## config.mk

```make
export PLATFORM = sky130hd
export DESIGN_NAME = wmm_cell
export DESIGN_NICKNAME = d
export VERILOG_FILES = /design/src/wmm_pkg.sv /design/src/wmm_cell.sv
export SDC_FILE = /design/constraint.sdc
export NUM_CORES = 1
export LEC_CHECK = 0
export BUFFER_PORTS_ARGS = -buffer_cell sky130_fd_sc_hd__buf_2
export CORE_ASPECT_RATIO = 0.8
export CORE_MARGIN = 2
export CORE_UTILIZATION = 45
export CTS_BUF_LIST = sky130_fd_sc_hd__clkbuf_8
export DETAILED_ROUTE_END_ITERATION = 8
export HOLD_SLACK_MARGIN = 0.15
export PLACE_DENSITY = 0.83
export RECOVER_POWER = 25
export SYNTH_ARGS = -nofsm -noshare
export SYNTH_HDL_FRONTEND = slang
export SYNTH_SLANG_ARGS = --single-unit
```

## constraint.sdc

```tcl
create_clock -name clock -period 2.4 [get_ports clock]
set_clock_uncertainty 0.15 [all_clocks]
set_input_delay 0.24 -clock clock [delete_from_list [all_inputs] [get_ports clock]]
set_output_delay 0.24 -clock clock [all_outputs]
set_load 0.01 [all_outputs]
```

## src/wmm_pkg.sv

```systemverilog
// Shared types and constants for the windowed min / mean smoother.
// No dependencies; imported by every module of the block.
`default_nettype none

package wmm_pkg;

   localparam int unsigned SCORE_BITS = 16;
   localparam int unsigned MAX_HALF_WIDTH_DEFAULT = 8;

   localparam int unsigned MODE_BITS = 2;
   localparam int unsigned HALF_BITS = 4;
   localparam int unsigned CSR_INDEX_BITS = 1;
   localparam int unsigned CSR_DATA_BITS = 4;

   localparam logic [MODE_BITS-1:0] MODE_PASS = 2'd0;
   localparam logic [MODE_BITS-1:0] MODE_MIN  = 2'd1;
   localparam logic [MODE_BITS-1:0] MODE_MEAN = 2'd2;

   localparam logic [CSR_INDEX_BITS-1:0] CSR_SMOOTHING_MODE = 1'd0;
   localparam logic [CSR_INDEX_BITS-1:0] CSR_HALF_WIDTH     = 1'd1;

   typedef struct packed {
      logic [SCORE_BITS-1:0] raw_score;
      logic                  is_last;
   } req_type;

   typedef struct packed {
      logic [SCORE_BITS-1:0] smoothed_score;
      logic                  last_out;
   } rsp_type;

   // token travelling down the cell chain
   typedef struct packed {
      logic valid;
      logic last;
      logic mean;
   } tok_ctl_type;

endpackage

`default_nettype wire

```

## src/wmm_cell.sv

```systemverilog
// One cell of the window chain: holds one stored score and folds it into
// the passing min / sum token when it lies inside the window. Uses wmm_pkg.
`default_nettype none

module wmm_cell
   import wmm_pkg::*;
#(
   parameter int unsigned CELL_INDEX = 0,
   parameter int unsigned IDX_W = 5,
   parameter int unsigned SUM_W = 21
) (
   input  wire logic                  clock,
   input  wire logic                  reset,
   input  wire logic                  shift_en,
   input  wire logic [SCORE_BITS-1:0] shift_score,
   output logic      [SCORE_BITS-1:0] held_score,
   input  wire tok_ctl_type           prev_ctl,
   input  wire logic [IDX_W-1:0]      prev_top,
   input  wire logic [SUM_W-1:0]      prev_sum,
   input  wire logic [SCORE_BITS-1:0] prev_min,
   output tok_ctl_type                next_ctl,
   output logic      [IDX_W-1:0]      next_top,
   output logic      [SUM_W-1:0]      next_sum,
   output logic      [SCORE_BITS-1:0] next_min
);

   logic [SCORE_BITS-1:0] score_ff, score_in;
   tok_ctl_type           ctl_ff;
   logic [IDX_W-1:0]      top_ff;
   logic [SUM_W-1:0]      sum_ff, sum_in;
   logic [SCORE_BITS-1:0] min_ff, min_in;
   logic                  take;

   always_comb begin
      take     = prev_top >= IDX_W'(CELL_INDEX);
      score_in = shift_en ? shift_score : score_ff;
      sum_in   = take ? prev_sum + SUM_W'(score_ff) : prev_sum;
      min_in   = (take && (score_ff < prev_min)) ? score_ff : prev_min;
   end

   always_ff @(posedge clock) begin
      if (reset) begin
         ctl_ff <= '0;
      end else begin
         ctl_ff <= prev_ctl;
      end
   end

   always_ff @(posedge clock) begin
      score_ff <= score_in;
      top_ff   <= prev_top;
      sum_ff   <= sum_in;
      min_ff   <= min_in;
   end

   assign held_score = score_ff;
   assign next_ctl   = ctl_ff;
   assign next_top   = top_ff;
   assign next_sum   = sum_ff;
   assign next_min   = min_ff;

endmodule

`default_nettype wire

```

==> metrics.cfg, run 1 <==
[yosys]
synth.cell_area_sq_um = 3057
yosysMostFrequentCell = dfxtp_1
syn_inst = 262
async_reset_ff_frac = 0
synth_ff_type = dfxtp_1
synth_edf_count = 16
ys_seq_elements = 61
ys_top_cells_by_area = dfxtp_1, edfxtp_1, ha_1, mux2_4, xnor2_1
ys_top_cells_by_count = dfxtp_1, ha_1, inv_1, a21oi_1, edfxtp_1
syn_avg_cell_area_sq_um = 11.67
syn_nets = 358
yosys_warnings = 0
ys_seq_area_frac = 0.4519
synth_cell_types = 55
synth_area_leader_cell = dfxtp_1
synth_top_cell_area_share = 0.2947

[global_route]
grtUsageMet1 = 0.2958
first_global_vias = 2876
busiest_layer = met2
antenna_found_initial = 0
grt_max_degree = 17
met3_usage = 0.06990
grt_usage = 0.2513
globalRouteMet2Util = 0.4250
grt_pass1_wl_microns = 13910
overflow = 0

[critical_path]
worstReg2RegStart = held_score[7]
critPathMaxFanout = 5
cp-end-kind = register
crit_arrival_ps = 2480
crit_type = register to register
required_ps = 2500
r2r_end = next_min[15]
r2r_cells = 8
critPathLaunchType = register
ff2ff_setup_slack_ps = 10

[timing]
period_minus_slack_ps = 2386
hold_viol = 0
rsz0062_at_grt = true
slew_viol_final = 0
maxSlewHeadroom = 0.7447
setup-tns-final_ps = 0
finalSetupViolations = 0
whs_ps = 142.4
max_freq_ghz = 0.4192
fin_crit_sh = 0.9941
worstMarginPinSlew_ps = 382.9

[cells_and_area]
final_layout_size_suffix_gt1_frac = 0.4403
final_area_sq_um = 4872
fin_nets = 568
area_delta_synth_final_pct = 59.39
fillCellCount = 413
instances_no_fill = 562

[placement]
placed_area_sq_um = 3872
dp_hpwl_microns = 5741
portBuffers = 124
place.gp.congestion = 0.8468
dp.cells = 483

[die]
io_pins = 125
die_y_microns = 77.72
die_w_microns = 96.15
rows = 26
die_area_sq_um = 7472
start_util = 0.4722
coreArea_sq_um = 6474

[power_and_ir_drop]
worst_ir_drop_vdd_mv = 0.5023
p_clk_frac = 0.295
combPwrFrac = 0.315
powerDensity_nw_per_um2 = 670.0
intPower_mw = 2.226
switching_power_mw = 1.038
switching_share = 0.3180
seqPwrFrac = 0.390
leakagePower_nw = 2.243

[min_path]
hp-class = primary input to register
hold-path-endpoint = next_sum[7]
hold_depth = 3
holdCritStartpoint = prev_sum[7]

[clocking]
clk_latency_ps = 360
root_buffer = clkbuf_8
cts_made_buffers = 9
path_clk_slew_ps = 80
cts_buffer_depth = 2
cts_sinks = 61
htree_levels = 3
cts_tree = built

[drt]
drtIter0Drc = 79
viasPerCell = 4.996
routedWlPerCell_microns = 16.62
dr.pass1.iters = 4
drc = 0
vias = 2808
postRouteAntennaNets = 0
wl_microns = 9341

[job]
drv_cap = 0

[outcome]
outcome = finished, final reports clean

==> cell families (layout without fill, tap and decap cells) <==
| family | after synthesis | after routing | share of synthesized area |
|---|---|---|---|
| buf+inv | 23 | 238 | 0.03438 |
| xor+xnor | 16 | 16 | 0.04584 |
| mux | 17 | 17 | 0.07450 |
| fa+ha+maj | 32 | 32 | 0.1334 |
| simple gates | 50 | 50 | 0.09661 |
| other cells | 0 | 1 | 0 |
| flops | 61 | 61 | 0.4519 |
| compound gates | 63 | 63 | 0.1633 |
==> worst max-delay path by stage <==
stage	from	endpoint	slack (ps)	cells past startpoint
after detailed placement	held_score[0]	next_sum[20]	-30	8
after global placement	held_score[0]	next_sum[20]	-2	8
final	held_score[7]	next_min[15]	10	8
after CTS	prev_min[12]	next_min[15]	5	10
after global routing	held_score[7]	next_min[15]	-40	8
after floorplan	held_score[0]	next_sum[20]	70	8
==> cell usage in the layout (no fill, tap or decap), types with 2 or more instances in the layout <==
master and n:
nor2b_1 5, clkbuf_8 9, dlygate4sd3_1 55, dfxtp_1 45
inv_1 20, nand4_1 3, a21o_1 6, nor3_2 2
nand2b_1 2, mux2_2 6, a21oi_2 3, edfxtp_1 16
clkinv_4 2, nor2_1 5, o21a_1 2, buf_6 2
ha_2 3, a2111oi_2 3, nand3_1 4, ha_1 21
o21ai_2 4, o21bai_1 2, mux2_4 10, buf_2 113
ha_4 7, nand2_2 3, inv_6 3, buf_4 19
o21ai_0 6, a31oi_1 2, clkbuf_1 11, a21oi_1 14
o21ai_1 6, nand2_1 12, xnor2_1 11, xor2_1 5
a211oi_2 3
==> repair_timing <==
action / CTS / global route
gates cloned: 0 / 1
setup buffers: 3 / 3
pin swaps: 1 / 18
endpoints found under the setup margin: 8 / 24
endpoints found under the hold margin: 55 / 1
resized for setup: 1 / 34
hold buffers: 54 / 1
==> final cells by class <==
class                           count  area (sq um)  share of cell area
Multi-Input combinational cell    178          1735              0.3562
Antenna cell                        1         2.502           0.0005136
Timing Repair Buffer              202          1368              0.2807
Sequential cell                    61          1381              0.2835
Clock inverter                      7         81.33             0.01669
Tap cell                           84         105.1             0.02157
Inverter                           20         75.07             0.01541
Clock buffer                        9         123.9             0.02542
==> state kept, by name, summed over array words and instances, names as in the netlist <==
register	cells
held_score	16
next_ctl	3
next_min	16
next_sum	21
next_top	5
==> power groups by stage <==
stage / registers (mW) / clock network, mW / logic [mW]
2_1_floorplan: 1.37 / 0 / 0.434
4_1_cts: 1.26 / 0.985 / 0.930
5_1_grt: 1.29 / 1.02 / 1.11
3_5_place_dp: 1.28 / 0 / 0.837
3_3_place_gp: 1.28 / 0 / 0.822
6_report: 1.27 / 0.962 / 1.03
==> stage by stage <==
stage / setup WS, ps / utilization / power, mW
after floorplan: 67.93 / - / 1.801
after global placement: -2.140 / 0.5982 / 2.102
after detailed placement: -30.82 / 0.5982 / 2.122
after CTS: 4.888 / 0.7196 / 3.176
after global routing: -43.19 / 0.7522 / 3.412
final: 14.24 / 0.7526 / 3.264
==> layer usage <==
metal  up-vias  wire length [microns]
li1       1379                      -
met1      1313                   3916
met2       100                   4726
met3        16                    491
met4         0                    206
met5         -                      0
==> worst max-delay path, stage by stage (launching register included) <==
cell and delay (ps):
edfxtp_1 480, buf_6 170, ha_1 280, o21ai_1 120
nor4b_4 300, nand2_2 100, o211ai_4 140, buf_6 180
mux2_2 340
Power figures use the tool's default switching activity.
==> run 2: changes to the inputs <==
Settings changed: CELL_PAD_IN_SITES_DETAIL_PLACEMENT set to 2, CELL_PAD_IN_SITES_GLOBAL_PLACEMENT set to 2, CORE_MARGIN 2 to not set, CORE_UTILIZATION 45 to 27, PLACE_DENSITY 0.83 to 0.82.
==> run 2 against run 1 <==
The run now ends with setup timing left; sequential share of layout area down 0.73 points; non-clock buffer count is 7 higher; first-iteration DRC count is 41% higher; count of clock-buffer cells in the layout did not move; utilization fell by 30 points; via count increased by 5.0%; combinational power rose by 8%; wire length up 36%; worst hold slack better by 26 ps; critical endpoint is now next_min[9]; largest power group unchanged.
==> metrics.cfg, run 2 (synthesis results as in run 1) <==
[outcome]
outcome = finished with violations
violations = setup timing

[cells_and_area]
instances_no_fill = 631  ; +12%
fillCellCount = 1143  ; +180%
final_layout_size_suffix_gt1_frac = 0.4752  ; +0.03496
layout_common_cells = buf_2, dlygate4sd3_1, dfxtp_1
area_delta_synth_final_pct = 63.61
largest_reg_flops = 21  ; unchanged
fin_nets = 575  ; +1.2%
fin_util = 0.4574  ; -0.2952
final_common_cell = buf_2

[critical_path]
r2r_end = next_min[9]
cp-end-kind = register
critPathLaunchType = register
critPathMaxStageDelay_ps = 500  ; +20 ps
worstReg2RegStart = held_score[3]
critical-path-top-delay-family = compound AO/OA/AOI/OAI gates
required_ps = 2500  ; about the same
r2r_cells = 8  ; unchanged
critical_path.cell_chain = buf_4, ha_1, a2111oi_1, o21ai_0, nand2_1, o211ai_4, buf_12, mux2_4
crit_arrival_ps = 2550  ; +70 ps
cp_num_buf_inv = 2  ; unchanged
worst_path_max_delay_cell = edfxtp_1
critPathMaxFanout = 11  ; +6
crit_type = register to register
ff2ff_setup_slack_ps = -50  ; -60 ps

[power_and_ir_drop]
worst_ir_drop_vdd_mv = 0.2967  ; -41%
seqPwrFrac = 0.369  ; -0.021
switching_share = 0.3214  ; +0.003380
intPower_mw = 2.344  ; +5.3%
power_mw = 3.454  ; +5.8%
p_clk_frac = 0.309  ; +0.014
powerDensity_nw_per_um2 = 690.6  ; +3.1%
switching_power_mw = 1.110  ; +6.9%
leakagePower_nw = 2.298  ; +2.5%
combPwrFrac = 0.322  ; +0.007

[drt]
dr.pass1.iters = 4  ; unchanged
drc = 0  ; unchanged
vias = 2947  ; +5.0%
routedWlPerCell_microns = 20.12  ; +21%
drtIter0Drc = 111  ; +41%
postRouteAntennaNets = 0  ; unchanged
wl_microns = 12690  ; +36%
viasPerCell = 4.670  ; -6.5%

[clocking]
cts_sinks = 61  ; unchanged
clk_latency_ps = 370  ; about the same
cts_tree = built
cts_buffer_depth = 2  ; unchanged
path_clk_slew_ps = 80  ; about the same
cts_made_buffers = 9  ; unchanged
root_buffer = clkbuf_8
htree_levels = 3  ; unchanged

[global_route]
grt_pass1_wl_microns = 17200  ; +24%
grt_max_degree = 17  ; unchanged
antenna_found_initial = 3  ; +3
grt_usage = 0.1935  ; -0.05785
first_global_vias = 3328  ; +16%
overflow = 0  ; unchanged

[placement]
dp.cells = 546  ; +13%
portBuffers = 124  ; unchanged
dp_hpwl_microns = 7648  ; +33%
pre_cts_ws_ps = -233.4  ; -202.6 ps
place.gp.congestion = 0.8040  ; -5.1%

[timing]
rsz0062_at_grt = true
finalWorstSetupSlack_ps = -45.50  ; -59.74 ps
slew_viol_final = 0  ; unchanged
finalSetupViolations = 19  ; +19
period_minus_slack_ps = 2445  ; +59.74 ps
hold_viol = 0  ; unchanged
setup-tns-final_ps = -543.4  ; -543.4 ps
maxSlewHeadroom = 0.3421  ; -0.4027
max_freq_ghz = 0.4089  ; -2.4%
worstMarginPinSlew_ps = 986.9  ; +604.0 ps
fin_crit_sh = 1.019  ; +0.02489

[die]
rows = 34  ; +31%
die_y_microns = 97.17  ; +25%
die_w_microns = 121.0  ; +26%
io_pins = 125  ; unchanged
start_util = 0.2796  ; -0.1926
coreArea_sq_um = 10930  ; +69%
die_area_sq_um = 11750  ; +57%

[min_path]
hold_depth = 3  ; unchanged
holdCritStartpoint = prev_sum[5]
hold-path-endpoint = next_sum[5]
hp-class = primary input to register

[job]
drv_cap = 0  ; unchanged

==> run 2: cell count changes in the layout (fill, tap and decap cells not counted), sizes merged <==
cell         before  now
clkinv            2    1
bufinv            1    2
inv              23   22
dlygate4sd3      55   52
diode             1    3
clkbuf           21   11
clkinvlp          1    2
buf             135  155
==> run 2: worst max path at each step <==
stage                              from           end  slack, ps  cells past startpoint
final                     held_score[3]   next_min[9]        -50                      8
after global routing      held_score[3]   next_min[9]       -170                      8
after CTS                 held_score[0]  next_sum[12]          2                      8
after detailed placement  held_score[0]  next_sum[12]       -230                      8
after global placement    held_score[0]  next_sum[12]        -50                      8
after floorplan           held_score[0]  next_sum[20]         70                      8
==> run 2: power groups by stage <==
stage               clock network (mW)  registers [mW]  logic, mW
finish                            1.07            1.27       1.11
global route                      1.15            1.29       1.20
CTS                               1.08            1.27      0.981
detailed placement                   0            1.29      0.876
global placement                     0            1.28      0.850
floorplan                            0            1.37      0.434
==> run 2: final cells by class <==
type                    count  area, sq um  area share
clock inverters             7        97.59     0.01951
diodes                      3        7.507    0.001501
multi-input cells         178         1732      0.3463
clock buffers               9        123.9     0.02477
repair buffers            209         1404      0.2807
flip-flops and latches     61         1381      0.2762
inverters                  20        75.07     0.01501
well taps                 144        180.2     0.03603
==> run 2: routing by layer <==
| layer | part of all wire | wire [microns] | global-route usage | up-vias |
|---|---|---|---|---|
| met5 | 0 | 0 | 0 | - |
| met4 | 0.029 | 372 | 0.06078 | 0 |
| met3 | 0.034 | 435 | 0.05164 | 26 |
| met2 | 0.53 | 6785 | 0.3596 | 90 |
| met1 | 0.40 | 5100 | 0.2106 | 1434 |
| li1 | - | - | - | 1397 |
==> run 2: stage by stage <==
step | hold slack, ps | cell area (sq um)
floorplan | 117.7 | 3057
global placement | 193.9 | 3970
detailed placement | 193.9 | 3970
CTS | 152.0 | 4766
global route | 160.0 | 5001
finish | 168.5 | 5001
==> run 2: repair_timing <==
item,in CTS,in global routing
endpoints found under the hold margin,50,1
setup buffers,3,11
pin swaps,4,6
endpoints found under the setup margin,24,25
hold buffers,51,1
gates resized for setup,8,27
==> run 2: worst reg2reg max path: cells and delay by family, from the launching register on <==
kind | cells | cell delay, ps
AOI/OAI and AO/OA | 3 | 670
muxes | 1 | 290
adders and majority gates | 1 | 200
and+or+nand+nor | 1 | 150
DFF | 1 | 500
buffers and inverters | 2 | 370
